## config.mk

```make
export PLATFORM = sky130hd
export DESIGN_NAME = fsd_out_fifo
export DESIGN_NICKNAME = d
export VERILOG_FILES = /design/src/rtl/fsd_pkg.sv /design/src/rtl/fsd_out_fifo.sv
export SDC_FILE = /design/constraint.sdc
export NUM_CORES = 1
export LEC_CHECK = 0
export BUFFER_PORTS_ARGS = -buffer_cell sky130_fd_sc_hd__buf_4
export CAP_MARGIN = 20
export CORE_AREA = 10 10 69 71
export CTS_CLUSTER_SIZE = 25
export DETAILED_ROUTE_END_ITERATION = 10
export DIE_AREA = 0 0 79 81
export PLACE_DENSITY_LB_ADDON = 0.3
export SYNTH_ARGS = -nofsm -noshare
export SYNTH_HDL_FRONTEND = slang
export SYNTH_SLANG_ARGS = --single-unit
```

## constraint.sdc

```tcl
create_clock -name clk -period 7.4 [get_ports clk]
set_input_delay 1.48 -clock clk [delete_from_list [all_inputs] [get_ports clk]]
set_output_delay 1.48 -clock clk [all_outputs]
set_load 0.01 [all_outputs]
```

## src/rtl/fsd_pkg.sv

```systemverilog
// ----------------------------------------------------------------------------
// fsd_pkg: shared types and constants for the force stillness detector
// Window geometry, arithmetic widths and the item structs used on the ports.
// ----------------------------------------------------------------------------
package fsd_pkg;

    localparam int WINDOW      = 16;
    localparam int NUM_CH      = 4;
    localparam int SAMPLE_W    = 16;
    localparam int LIMIT_W     = 16;
    localparam logic [LIMIT_W-1:0] LIMIT_RESET = 16'd256;

    localparam int WIN_LOG     = $clog2(WINDOW);
    localparam int POS_W       = WIN_LOG;
    localparam int FILL_W      = $clog2(WINDOW + 1);

    // Arithmetic widths: every sum below is exact.
    localparam int SUM_W       = SAMPLE_W + WIN_LOG + 1;
    localparam int MAG_W       = SUM_W - 1;
    localparam int SQ_W        = 2 * SAMPLE_W;
    localparam int SQS_W       = 2 * SAMPLE_W - 1 + WIN_LOG;
    localparam int SCALED_W    = SQS_W + WIN_LOG;
    localparam int MAGSQ_W     = 2 * MAG_W;
    localparam int BOUND_W     = LIMIT_W + WIN_LOG;
    localparam int BOUND_SQ_W  = 2 * BOUND_W;
    localparam int CMP_W0      = (SCALED_W > MAGSQ_W) ? SCALED_W : MAGSQ_W;
    localparam int CMP_W       = (CMP_W0 > BOUND_SQ_W) ? CMP_W0 : BOUND_SQ_W;

    // Stages from acceptance to the per-lane steady flag.
    localparam int PIPE_STAGES = 5;

    localparam int FIFO_DEPTH  = 8;
    localparam int FIFO_PTR_W  = $clog2(FIFO_DEPTH);
    localparam int FIFO_CNT_W  = $clog2(FIFO_DEPTH + 1);

    typedef struct packed {
        logic signed [SAMPLE_W-1:0] force_front_left;
        logic signed [SAMPLE_W-1:0] force_front_right;
        logic signed [SAMPLE_W-1:0] force_rear_left;
        logic signed [SAMPLE_W-1:0] force_rear_right;
        logic                       accel_small;
    } in_item_t;

    typedef struct packed {
        logic all_steady;
        logic zero_velocity;
        logic windows_full;
    } out_item_t;

    typedef struct packed {
        logic             accept;
        logic             full_before;
        logic [POS_W-1:0] pos;
    } lane_ctrl_t;

    typedef struct packed {
        logic valid;
        logic accel;
        logic full;
    } pipe_tag_t;

endpackage

```

## src/rtl/fsd_out_fifo.sv

```systemverilog
// ----------------------------------------------------------------------------
// fsd_out_fifo: result queue of the stillness detector
// Holds finished result items so the lanes keep running while the
// receiver stalls.
// ----------------------------------------------------------------------------
module fsd_out_fifo (
    input  logic                clk,
    input  logic                rst_n,
    input  logic                wr_en,
    input  fsd_pkg::out_item_t  wr_data,
    output logic                rd_valid,
    input  logic                rd_stall,
    output fsd_pkg::out_item_t  rd_data
);
    import fsd_pkg::*;

    out_item_t             entry_mem [FIFO_DEPTH];
    logic [FIFO_PTR_W-1:0] wr_ptr_reg;
    logic [FIFO_PTR_W-1:0] rd_ptr_reg;
    logic [FIFO_CNT_W-1:0] count_reg;
    logic                  rd_en;

    assign rd_valid = (count_reg != '0);
    assign rd_data  = entry_mem[rd_ptr_reg];
    assign rd_en    = rd_valid && !rd_stall;

    always_ff @(posedge clk)
    begin
        if (wr_en)
        begin
            entry_mem[wr_ptr_reg] <= wr_data;
        end
    end

    always_ff @(posedge clk or negedge rst_n)
    begin
        if (!rst_n)
        begin
            wr_ptr_reg <= '0;
            rd_ptr_reg <= '0;
            count_reg  <= '0;
        end
        else
        begin
            if (wr_en)
            begin
                wr_ptr_reg <= (wr_ptr_reg == FIFO_PTR_W'(FIFO_DEPTH - 1))
                            ? '0 : wr_ptr_reg + 1'b1;
            end
            if (rd_en)
            begin
                rd_ptr_reg <= (rd_ptr_reg == FIFO_PTR_W'(FIFO_DEPTH - 1))
                            ? '0 : rd_ptr_reg + 1'b1;
            end
            if (wr_en && !rd_en)
            begin
                count_reg <= count_reg + 1'b1;
            end
            else if (rd_en && !wr_en)
            begin
                count_reg <= count_reg - 1'b1;
            end
        end
    end

endmodule
```

# Word-level counts from Yosys, hierarchy flattened
# Memories as Yosys holds them, arrays and structs flattened.
# Cells that the tools add are included.
# Widths: inputs -> output; s select.
# totals
ff_bits	10
latchBits	0
mem_bits_rw	24
rom_bits	0
input_bits	7
output_inout_bits	4
elab_cells	24
n_memories	1
# mem_list
memory	words	word_bits	read_ports	rd_clocked_by_memory_dff	wr	line_no	text
entry_mem	8	3	1	0	1	fsd_out_fifo.sv:17	out_item_t entry_mem [FIFO_DEPTH];
# op_classes
addsub	4
multipliers	0
div_mod_pow	0
n_lt_le_gt_ge	0
eq_ne	2
shifts	0
muxes	6
bitwise_logic	0
n_reduce_logical	8
# ops
cell	n
$mux 4	2
$add 3x1->3 const B	2
$eq 3x3->1 const B	2
$mux 3	2
$add 4x1->4 const B	1
$reduce_bool 4->1	1
$sub 4x1->4 const B	1
$logic_and 1x1->1	3
$logic_not 1->1	3
$mux 1	2
$reduce_bool 2->1	1

# Longest topological paths before layout
# logic_depth
word_depth	5
mapped_depth	9
depth_no_buf	9

# Worst setup path after synthesis
# OpenSTA, ideal clock, no wires.
# synth_path
path_type	in2reg
from	input port rd_stall
to	register count_reg[3]
setup_time_ps	131
arrival_time_ps	3019
required_ps	7269
slack_ps	4250
path_stages	8
n_path_buf	0
path_cell_list	nor2_1 inv_1 ha_1 inv_1 ha_1 or4_1 o211ai_1 o211ai_1
# synth_between
elab_chain_cells	5
word_cells_on_any_way	7
classes_between	mux (1); reduce/logical (6)
# synth_rtl
element	line_no	text
from (decl)	fsd_out_fifo.sv:12	input logic rd_stall,
$logic_not 1->1 (*)	fsd_out_fifo.sv:25	assign rd_en = rd_valid && !rd_stall;
$logic_and 1x1->1 (*)	fsd_out_fifo.sv:25	
$logic_not 1->1	fsd_out_fifo.sv:55	if (wr_en && !rd_en)
$logic_and 1x1->1	fsd_out_fifo.sv:55	
$mux 4 / $reduce_bool 2->1 (equally long branches)	-	
to (signal assigned)	fsd_out_fifo.sv:57	count_reg <= count_reg + 1'b1;
to (signal assigned)	fsd_out_fifo.sv:61	count_reg <= count_reg - 1'b1;
to (decl)	fsd_out_fifo.sv:20	logic [FIFO_CNT_W-1:0] count_reg;
# Every way passes the cells marked *; elsewhere a longest branch is shown, timed or not.
# A chain may end at the register's enable or synchronous reset.

==> impl_results.md <==
* Area leader, netlist: edfxtp_1
* Drt drc at 0
* Hold Path Class: flip-flop to flip-flop
* Top cells by area, synth: edfxtp_1 45%, dfrtp_1 16%, mux4_1 9.9%, ha_1 5.5%, mux2_2 4.3%
* Setup bufs post-CTS at 0
* Beginning of the critical path: rd_ptr_reg[0]
* Min cycle time layout at 3.51 ns
* Site Rows at 22
* Critical path class: flip-flop to output port
* Slew @ Worst Pin at 0.464 ns
* Data arrival, critical path at 2.03 ns
* Ratio of routed vias to standard cells at 5.34
* Routed wire length at 2640 um
* I/O pin cnt at 11
* Maxcap violations at 0
* Avg WL per Cell at 16.0 um
* Nets at 131
* Mean post-synth cell area at 15.7 um2
* Post-CTS Resized at 0
* Area grow syn2layout at 14.3%
* TNS Setup at 0 ns
* First-pass GRT wire length at 4410 um
* Final Cycle Share at 47.4%
* Leading cell types in the layout, fill and taps excluded: 24 x edfxtp_1, 10 x dfrtp_1, 10 x buf_4
* Initial core utilization at 45.1%
* Gpl congestion at 0.734
* Mapped Nets at 116
* Pleak at 0.679 nW
* Placed cell areas at 0.00171 mm2
* Core Region at 0.00352 mm2
* Final slew viol count at 0
* CP endpoint kind: output port
* GRT Resource Usage Total at 9.10%
* Max reg flops at 24
* Yosys warnings at 0
* Post-Syn Area at 0.00159 mm2
* Vias in the first global route at 907
* Worst reg2reg path startpoint: count_reg[0]
* Worst EP required at 5.92 ns
* Initial antenna violation count at 0
* H-tree depth at 2
* Reg2Reg Setup Slack at 4.77 ns
* Antenna Cells at 0
* Ys async rst share at 29.4%
* Layout Skew at 0.00673 ns
* Synth top area share at 45.4%
* Seq cells post-synth at 34
* Rel. slew slack at 68.8%
* Total CTS buffers at 5
* Unrepaired setup endpoints after global routing: no
* CTS Buffer Depth at 2
* Critical path peak fanout at 9
* Status: complete, no violations
* Most common cell after layout, fill and taps aside: edfxtp_1
* Synth cell types at 26
* Die ar. at 0.00640 mm2
* Layout cell share with drive strength beyond 1 at 21.4%
* Final setup viols at 0
* HP Start: wr_ptr_reg[2]
* Root Buffer Master: clkbuf_4
* DR pass1 iterations at 2
* Post-Syn Instances at 101
* Number of synthesized flops with an enable pin at 24
* Hold_ws at 0.583 ns
* Final core utilization at 51.5%
* Die Ht at 81 um
* Overflow after GRT at 0
* Clock transition at path regs at 0.11 ns
* Routed Antenna Nets at 0
* Die Wd at 79 um
* Fin. Hold Viols at 0
* Fmax at 285 MHz
* Synth Flop Type: edfxtp_1
* Finished layout cell area at 0.00181 mm2
* CP Launch Type: flip-flop
* First DRT Iteration DRCs at 61
* Peak VDD IR at 0.163 mV
* Sink Count at 34
* CTS tree: yes
* Largest net degree at the start of global routing at 13
* Power Dens Cells at 396 mW/mm2
* Clk_lat worst skew at 0.34 ns
* Via count at 881
* Detail Placement HPWL at 1930 um
* Sequential cell area fraction in the yosys report at 61.2%
* # port buffers at 10
* Hold_buf cts at 0
[final cells by class]
class,count,area (um2)
multi-input combinational,60,583
fill,332,1710
sequential,34,971
tap,48,60.1
clock inverter,3,68.8
timing repair buffer,10,75.1
inverter,5,18.8
clock buffer,5,37.5
[cell usage after synthesis (2+ instances only)]
library cell,instances
mux2_1,2
xnor2_1,2
nand3_1,2
o21ai_0,3
dfrtp_1,10
mux2_2,6
inv_1,5
mux4_1,6
nand2b_1,2
nand2_1,5
o211ai_1,2
nor2_1,9
nand3b_1,2
ha_1,7
nor3_1,3
edfxtp_1,24
a21oi_1,2
[report_power, final]
part | internal [W] | switching, W
Combinational | 0.000132 | 0.000103
Sequential | 0.000252 | 0.0000596
Clock | 0.000106 | 0.0000665
Total | 0.000490 | 0.000229
[worst max-delay path, stage by stage (launching register included)]
cell	delay [ns]
dfrtp_1	0.63
mux4_1	0.62
mux2_2	0.29
buf_4	0.15
[logic make-up (layout without fill, tap and decap cells)]
logic type,Yosys count,after routing,synth area share [%]
flops,34,34,61.2
fa+ha+maj,8,8,6.78
buf+inv,7,23,2.13
compound gates,9,9,3.78
mux,15,15,16.2
simple gates,26,26,8.83
xor+xnor,2,2,1.10
[metrics by stage]
| step | instances | worst slack [ns] | total power [W] |
|---|---|---|---|
| 6_report | 165 | 3.89 | 0.000719 |
| 3_5_place_dp | 157 | 3.96 | 0.000556 |
| 5_1_grt | 165 | 3.82 | 0.000777 |
| 2_1_floorplan | 101 | 4.25 | 0.000480 |
| 4_1_cts | 165 | 3.86 | 0.000729 |
| 3_3_place_gp | 157 | 4.05 | 0.000542 |
[layer usage]
layer  GRT usage, %  part of all wire [%]  up-vias
li1               -                     -      424
met1           10.8                    47      439
met2           14.4                    48       14
met3           4.08                   4.3        4
met4           3.23                   1.2        0
met5              0                     0        -
[worst paths after layout]
check,to,depth (start not counted)
max in group asynchronous,wr_ptr_reg[2],1
worst max-delay path,rd_data[1],3
worst min register to register,wr_ptr_reg[2],1
worst max register to register,count_reg[3],9
worst min-delay path,wr_ptr_reg[2],1
min in group asynchronous,rd_ptr_reg[0],1
(Power assumes the default switching activity.)
