[src/rtl/fsd_pkg.sv]
// ----------------------------------------------------------------------------
// fsd_pkg: shared types and constants for the force stillness detector
// Window geometry, arithmetic widths and the item structs used on the ports.
// ----------------------------------------------------------------------------
package fsd_pkg;

    localparam int WINDOW      = 16;
    localparam int NUM_CH      = 4;
    localparam int SAMPLE_W    = 16;
    localparam int LIMIT_W     = 16;
    localparam logic [LIMIT_W-1:0] LIMIT_RESET = 16'd256;

    localparam int WIN_LOG     = $clog2(WINDOW);
    localparam int POS_W       = WIN_LOG;
    localparam int FILL_W      = $clog2(WINDOW + 1);

    // Arithmetic widths: every sum below is exact.
    localparam int SUM_W       = SAMPLE_W + WIN_LOG + 1;
    localparam int MAG_W       = SUM_W - 1;
    localparam int SQ_W        = 2 * SAMPLE_W;
    localparam int SQS_W       = 2 * SAMPLE_W - 1 + WIN_LOG;
    localparam int SCALED_W    = SQS_W + WIN_LOG;
    localparam int MAGSQ_W     = 2 * MAG_W;
    localparam int BOUND_W     = LIMIT_W + WIN_LOG;
    localparam int BOUND_SQ_W  = 2 * BOUND_W;
    localparam int CMP_W0      = (SCALED_W > MAGSQ_W) ? SCALED_W : MAGSQ_W;
    localparam int CMP_W       = (CMP_W0 > BOUND_SQ_W) ? CMP_W0 : BOUND_SQ_W;

    // Stages from acceptance to the per-lane steady flag.
    localparam int PIPE_STAGES = 5;

    localparam int FIFO_DEPTH  = 8;
    localparam int FIFO_PTR_W  = $clog2(FIFO_DEPTH);
    localparam int FIFO_CNT_W  = $clog2(FIFO_DEPTH + 1);

    typedef struct packed {
        logic signed [SAMPLE_W-1:0] force_front_left;
        logic signed [SAMPLE_W-1:0] force_front_right;
        logic signed [SAMPLE_W-1:0] force_rear_left;
        logic signed [SAMPLE_W-1:0] force_rear_right;
        logic                       accel_small;
    } in_item_t;

    typedef struct packed {
        logic all_steady;
        logic zero_velocity;
        logic windows_full;
    } out_item_t;

    typedef struct packed {
        logic             accept;
        logic             full_before;
        logic [POS_W-1:0] pos;
    } lane_ctrl_t;

    typedef struct packed {
        logic valid;
        logic accel;
        logic full;
    } pipe_tag_t;

endpackage

[src/rtl/fsd_lane.sv]
// ----------------------------------------------------------------------------
// fsd_lane: one force channel of the stillness detector
// Ring buffer of the last WINDOW samples, running sum and sum of squares,
// and the exact variance-against-limit test.
// ----------------------------------------------------------------------------
module fsd_lane (
    input  logic                               clk,
    input  logic                               rst_n,
    input  fsd_pkg::lane_ctrl_t                ctrl,
    input  logic signed [fsd_pkg::SAMPLE_W-1:0] sample,
    input  logic [fsd_pkg::BOUND_SQ_W-1:0]     bound_sq,
    output logic                               steady
);
    import fsd_pkg::*;

    logic signed [SAMPLE_W-1:0] hist_mem [WINDOW];

    logic                       v1_reg;
    logic                       v2_reg;
    logic signed [SAMPLE_W-1:0] old_reg;
    logic signed [SAMPLE_W-1:0] new_reg;
    logic                       full_reg;

    logic signed [SAMPLE_W-1:0] old2_reg;
    logic signed [SAMPLE_W-1:0] new2_reg;
    logic [SQ_W-1:0]            sq_old_reg;
    logic [SQ_W-1:0]            sq_new_reg;

    logic signed [SUM_W-1:0]    sum_reg;
    logic signed [SUM_W-1:0]    sum_next;
    logic [SQS_W-1:0]           sumsq_reg;
    logic [SQS_W-1:0]           sumsq_next;

    logic [SCALED_W-1:0]        scaled_reg;
    logic [MAGSQ_W-1:0]         magsq_reg;
    logic                       steady_reg;

    logic signed [SAMPLE_W-1:0] old_eff;
    logic signed [SQ_W-1:0]     sq_old_c;
    logic signed [SQ_W-1:0]     sq_new_c;
    logic signed [SUM_W-1:0]    neg_sum;
    logic [MAG_W-1:0]           mag_c;
    logic [CMP_W-1:0]           spread_c;

    // Read-first ring buffer: the entry being overwritten comes out registered.
    always_ff @(posedge clk)
    begin
        if (ctrl.accept)
        begin
            old_reg                <= hist_mem[ctrl.pos];
            hist_mem[ctrl.pos]     <= sample;
            new_reg                <= sample;
            full_reg               <= ctrl.full_before;
        end
    end

    always_ff @(posedge clk or negedge rst_n)
    begin
        if (!rst_n)
        begin
            v1_reg <= 1'b0;
            v2_reg <= 1'b0;
        end
        else
        begin
            v1_reg <= ctrl.accept;
            v2_reg <= v1_reg;
        end
    end

    // The oldest sample only leaves the sums once the window is full.
    assign old_eff  = full_reg ? old_reg : '0;
    assign sq_old_c = old_eff * old_eff;
    assign sq_new_c = new_reg * new_reg;

    always_ff @(posedge clk)
    begin
        old2_reg   <= old_eff;
        new2_reg   <= new_reg;
        sq_old_reg <= unsigned'(sq_old_c);
        sq_new_reg <= unsigned'(sq_new_c);
    end

    assign sum_next   = sum_reg - SUM_W'(old2_reg) + SUM_W'(new2_reg);
    assign sumsq_next = sumsq_reg - SQS_W'(sq_old_reg) + SQS_W'(sq_new_reg);

    always_ff @(posedge clk or negedge rst_n)
    begin
        if (!rst_n)
        begin
            sum_reg   <= '0;
            sumsq_reg <= '0;
        end
        else if (v2_reg)
        begin
            sum_reg   <= sum_next;
            sumsq_reg <= sumsq_next;
        end
    end

    assign neg_sum = -sum_reg;
    assign mag_c   = sum_reg[SUM_W-1] ? neg_sum[MAG_W-1:0] : sum_reg[MAG_W-1:0];

    always_ff @(posedge clk)
    begin
        scaled_reg <= SCALED_W'(sumsq_reg) * SCALED_W'(WINDOW);
        magsq_reg  <= mag_c * mag_c;
    end

    assign spread_c = (CMP_W'(scaled_reg) > CMP_W'(magsq_reg))
                    ? (CMP_W'(scaled_reg) - CMP_W'(magsq_reg)) : '0;

    always_ff @(posedge clk)
    begin
        steady_reg <= spread_c < CMP_W'(bound_sq);
    end

    assign steady = steady_reg;

endmodule

[config.mk]
export PLATFORM = sky130hd
export DESIGN_NAME = fsd_lane
export DESIGN_NICKNAME = d
export VERILOG_FILES = /design/src/rtl/fsd_pkg.sv /design/src/rtl/fsd_lane.sv
export SDC_FILE = /design/constraint.sdc
export NUM_CORES = 2
export LEC_CHECK = 0
export ABC_AREA = 0
export BUFFER_PORTS_ARGS = -buffer_cell sky130_fd_sc_hd__buf_4
export CAP_MARGIN = 20
export CORE_ASPECT_RATIO = 0.8
export CORE_MARGIN = 1
export CORE_UTILIZATION = 35
export CTS_CLUSTER_DIAMETER = 30
export DETAILED_ROUTE_END_ITERATION = 10
export PLACE_DENSITY = 0.6
export SYNTH_ARGS = -nofsm -noshare
export SYNTH_HDL_FRONTEND = slang
export SYNTH_SLANG_ARGS = --single-unit
[constraint.sdc]
create_clock -name clk -period 10.6 [get_ports clk]
set_clock_uncertainty 0.15 [all_clocks]
set_input_delay 0 -clock clk [delete_from_list [all_inputs] [get_ports clk]]
set_output_delay 0 -clock clk [all_outputs]
set_load 0.02 [all_outputs]
Word-level counts from Yosys, hierarchy flattened:

Memories as Yosys holds them, arrays and structs flattened. A register that Yosys moved wholly into a read port is not among the register bits.
Cells that the tools add are included.

* memories kept: 1
* bits of input ports: 64
* output and inout bits: 1
* word-level logic and storage cells: 30
* bits in registers: 247
* memory bits (writable): 256

Memory list
* hist_mem: depth 16, width 16, rd ports 1, clocked after memory_dff 1, wr ports 1, RTL line fsd_lane.sv:16 `logic signed [SAMPLE_W-1:0] hist_mem [WINDOW];`

* magnitude comparators: 2
* multiply operators: 3
* add/sub/neg operators: 6
* muxes and demuxes: 5

Operators by type and width (number)
* multiplier 16 x 16 -> 32 bit: 2
* greater-than comparator 39 x 40 -> 1 bit: 1
* less-than comparator 40 bit: 1
* multiplier 20 x 20 -> 40 bit: 1
* two-way mux 40 bit: 1
* subtractor 39 x 40 -> 40 bit: 1
* adder 35 x 32 -> 35 bit: 1
* subtractor 35 x 32 -> 35 bit: 1
* adder 21 x 16 -> 21 bit: 1
* subtractor 21 x 16 -> 21 bit: 1
* two-way mux 20 bit: 1
* negator 20 bit: 1
* two-way mux 16 bit: 1
* two-way mux 1 bit: 2

Logic depth before layout (Yosys ltp):

* word-level depth: 3
* gate-level depth with buffers: 35
* depth with buffers taken out: 32

Worst setup path before layout:

No wires, ideal clock.

* path kind: reg-to-reg
* start point: register sum_reg[0]
* end point: register magsq_reg[38]
* slack: 1.846 ns
* required time: 10.327 ns
* cell stages (with the launch flop): 34
* clock period less this slack: 8.754 ns
* data arrival time: 8.481 ns
* path buffers: 4
* library setup time: 0.123 ns
* cells stage by stage: dfrtp_1 clkbuf_1 inv_1 clkbuf_1 ha_1 inv_1 o41ai_1 xnor2_1 clkbuf_1 clkbuf_1 nand2_1 fa_1 fa_1 fa_1 inv_1 fa_1 inv_1 fa_1 inv_1 fa_1 inv_1 fa_1 inv_1 ha_1 a21o_1 a21o_1 a21oi_1 o22ai_1 o21bai_1 a211o_1 a31o_2 a21oi_1 o21ai_1 xor2_1

* word-level cells in the longest chain between the ends: 3

Ends and longest elaborated chain
* from (decl): RTL line fsd_lane.sv:29 `logic signed [SUM_W-1:0] sum_reg;`
* from (signal assigned): RTL line fsd_lane.sv:96 `sum_reg <= sum_next;`
* negator 20 bit: RTL line fsd_lane.sv:101 `assign neg_sum = -sum_reg;`
* two-way mux 20 bit *: RTL line fsd_lane.sv:102 `assign mag_c = sum_reg[SUM_W-1] ? neg_sum[MAG_W-1:0] : sum_reg[MAG_W-1:0];`
* multiplier 20 x 20 -> 40 bit *: RTL line fsd_lane.sv:107 `magsq_reg <= mag_c * mag_c;`
* to (signal assigned): RTL line fsd_lane.sv:107
* to (decl): RTL line fsd_lane.sv:35 `logic [MAGSQ_W-1:0] magsq_reg;`

Every way passes the cells marked *; elsewhere a longest branch is shown, timed or not.
A chain may end at the register's enable or synchronous reset.

Final worst setup path:

* start point: register sum_reg[20]
* end point: register magsq_reg[30]

* word-level cells in the longest chain between the ends: 2

Ends and longest elaborated chain (RTL line)
* two-way mux 20 bit: fsd_lane.sv:102
* multiplier 20 x 20 -> 40 bit: fsd_lane.sv:107

No other way between the ends.

==> metrics.cfg <==
[synth]
ys_dominant_reg_cell = edfxtp_1
syn-num-nets = 6318
synthesis.area_mm2 = 0.05248
syn_area_per_cell_um2 = 10.49
synth_compound_area_frac = 0.06905
synth_top_family_by_area = adder cells
synthTopCellsByCount = 1272 x inv_1, 808 x fa_1, 445 x ha_1
synth_async_sr_flop_share = 0.1128
ys_warn_count = 0
yosys.area.top_type_share = 0.3082
synth-simple-area-share = 0.08371
yosys.cell_types.count = 82
synth.ff_latch_count = 514
syn_inst = 5001
synth_area_leaders = fa_1 31%, edfxtp_1 17%, ha_1 11%
yosys-mux-area-fraction = 0.03858
synth_xor_xnor_area_share = 0.03681
yosysTopAreaCell = fa_1
synth_edf_count = 289
yosysMostFrequentCell = inv_1
synthAdderAreaFrac = 0.4143
synth_seq_area_share = 0.2567

[final_layout]
regArea_mm2 = 0.01348
drive_above_1_share = 0.07902
multi_input_area_mm2 = 0.03377
area_growth_pct = 13.47
fin_util = 0.4018
fin_cells = 7227
nFillCells = 14338
largest_reg_flops = 256
final_nets = 6463
stdcell_area_mm2 = 0.05954

[worst_setup_path]
startpoint_type = flop
setup.worst_path.start = sum_reg[20]$_DFFE_PN0P_
cp_slowest_cell = xnor2_1
cp.required_ps = 11050
endpoint_kind = flop
critPathMaxStageDelay_ps = 870
worst-path-max-fanout = 16
worstPathArrival_ps = 9990
r2r-start = sum_reg[20]$_DFFE_PN0P_
critPathKind = flop to flop

[worst_hold_path]
hp-start = sample[3]
hold_class = input pin to flop

[clocking]
cts-buffers-inserted = 106
clk_latency_ps = 730
clock_sinks = 514
path_clk_slew_ps = 50
post-cts-setup-buffer-count = 0
cts_max_level = 3
cts_buffer_depth = 3
cts_tree = done
cts_root_buf = clkbuf_16

[drt]
first_iter_violations = 2133
avgRoutedWirePerCell_um = 17.52
first_pass_iters = 6
wirelength_mm = 126.6
vias_per_cell = 4.756
drc = 0
ant_nets = 0
vias = 34375

[grt]
overflow = 0
grt_max_degree = 72
grt_antenna_before_repair = 8
track_usage = 0.1717
grt_pass1_vias = 36389
grt_pass1_wl_mm = 203.2

[floorplanning]
rows = 126
die_w_um = 434.9
start_util = 0.3541
core_area_mm2 = 0.1482
die_h_um = 348.3
boundaryPins = 65
dieArea_mm2 = 0.1515

[timing]
min_period_over_period = 0.9003
period_needed_ps = 9543
setup_tns_ps = 0
hold_viol = 0
max_slew_margin = 0.2477
rsz0062_at_grt = false
fmax_mhz = 104.8
finalSetupViolations = 0
worstMarginPinSlew_ps = 1120
slew_viol_final = 0

[placed_design]
place.gp.congestion = 0.9048
portBuffers = 64
dp.cells = 6972
place_area_mm2 = 0.05535
place.detailed.hpwl_mm = 101.0

[run]
maxCapViolations = 0

[status]
outcome = finished clean

[cells by family (layout without fill, tap and decap cells)]
logic type               after synthesis  in the layout
buffers and inverters               1403           1641
adder cells (fa/ha/maj)             1253           1253
AND/OR/NAND/NOR                      949            949
AO/OA/AOI/OAI                        561            561
flip-flops                           514            514
XOR/XNOR                             218            218
multiplexers                         102            102
other                                  1              5
[worst paths after layout]
path	endpoint	slack, ps	depth (start not counted)
hold reg to reg	v2_reg$_DFF_PN0_	150	0
max in group asynchronous	sum_reg[7]$_DFFE_PN0P_	9620	4
setup / recovery	magsq_reg[30]$_DFF_P_	1060	28
hold / removal	hist_mem[2][3]$_DFFE_PP_	80	2
setup reg to reg	magsq_reg[30]$_DFF_P_	1060	28
min in group asynchronous	v2_reg$_DFF_PN0_	350	4
[metrics by stage]
stage	hold slack [ps]	setup slack (ps)
floorplan	-445.6	1846
global placement	9.165	1396
detailed placement	-1.001	1200
CTS	13.70	1152
global route	41.44	477.3
finish	80.79	1057
[cells in the final DEF (no fill, tap or decap), types with 60 or more instances in the layout]
master,instances
inv_1,1272
fa_1,808
ha_1,445
nand2_1,372
edfxtp_1,289
nor2_1,241
dfxtp_1,167
a21oi_1,164
xnor2_1,157
a21o_1,109
clkbuf_16,108
buf_4,107
o21ai_0,94
and3_1,80
mux4_2,80
and2_1,60
[cell type report]
cell class | instances | area share
clock inverter | 82 | 0.01505
tap | 1984 | 0.04169
inverter | 1284 | 0.08094
multi-input combinational | 3084 | 0.5672
timing repair buffer | 156 | 0.02202
sequential | 514 | 0.2263
clock buffer | 119 | 0.04659
antenna | 4 | 0.0001681
[worst max-delay path, delay by kind of cell, from the launching register on]
family	cells	cell delay, ps
fa+ha+maj	8	3780
compound gates	10	2350
flops	1	680
simple gates	1	300
xor+xnor	2	1000
buf+inv	7	1130
[per-layer routing]
metal  global-route usage  wire, um
met5                    0         0
met2               0.2639     55320
met4              0.04542      3196
met1               0.2439     59270
met3              0.03749      8840
[what timing repair did]
| action | CTS | global route |
|---|---|---|
| endpoints found under the hold margin | 436 | 0 |
| gates resized for setup | 0 | 0 |
| hold buffers | 49 | 0 |
Power is not shown: default switching activity piles up to over one toggle a cycle in this logic, so the estimate is an artifact.
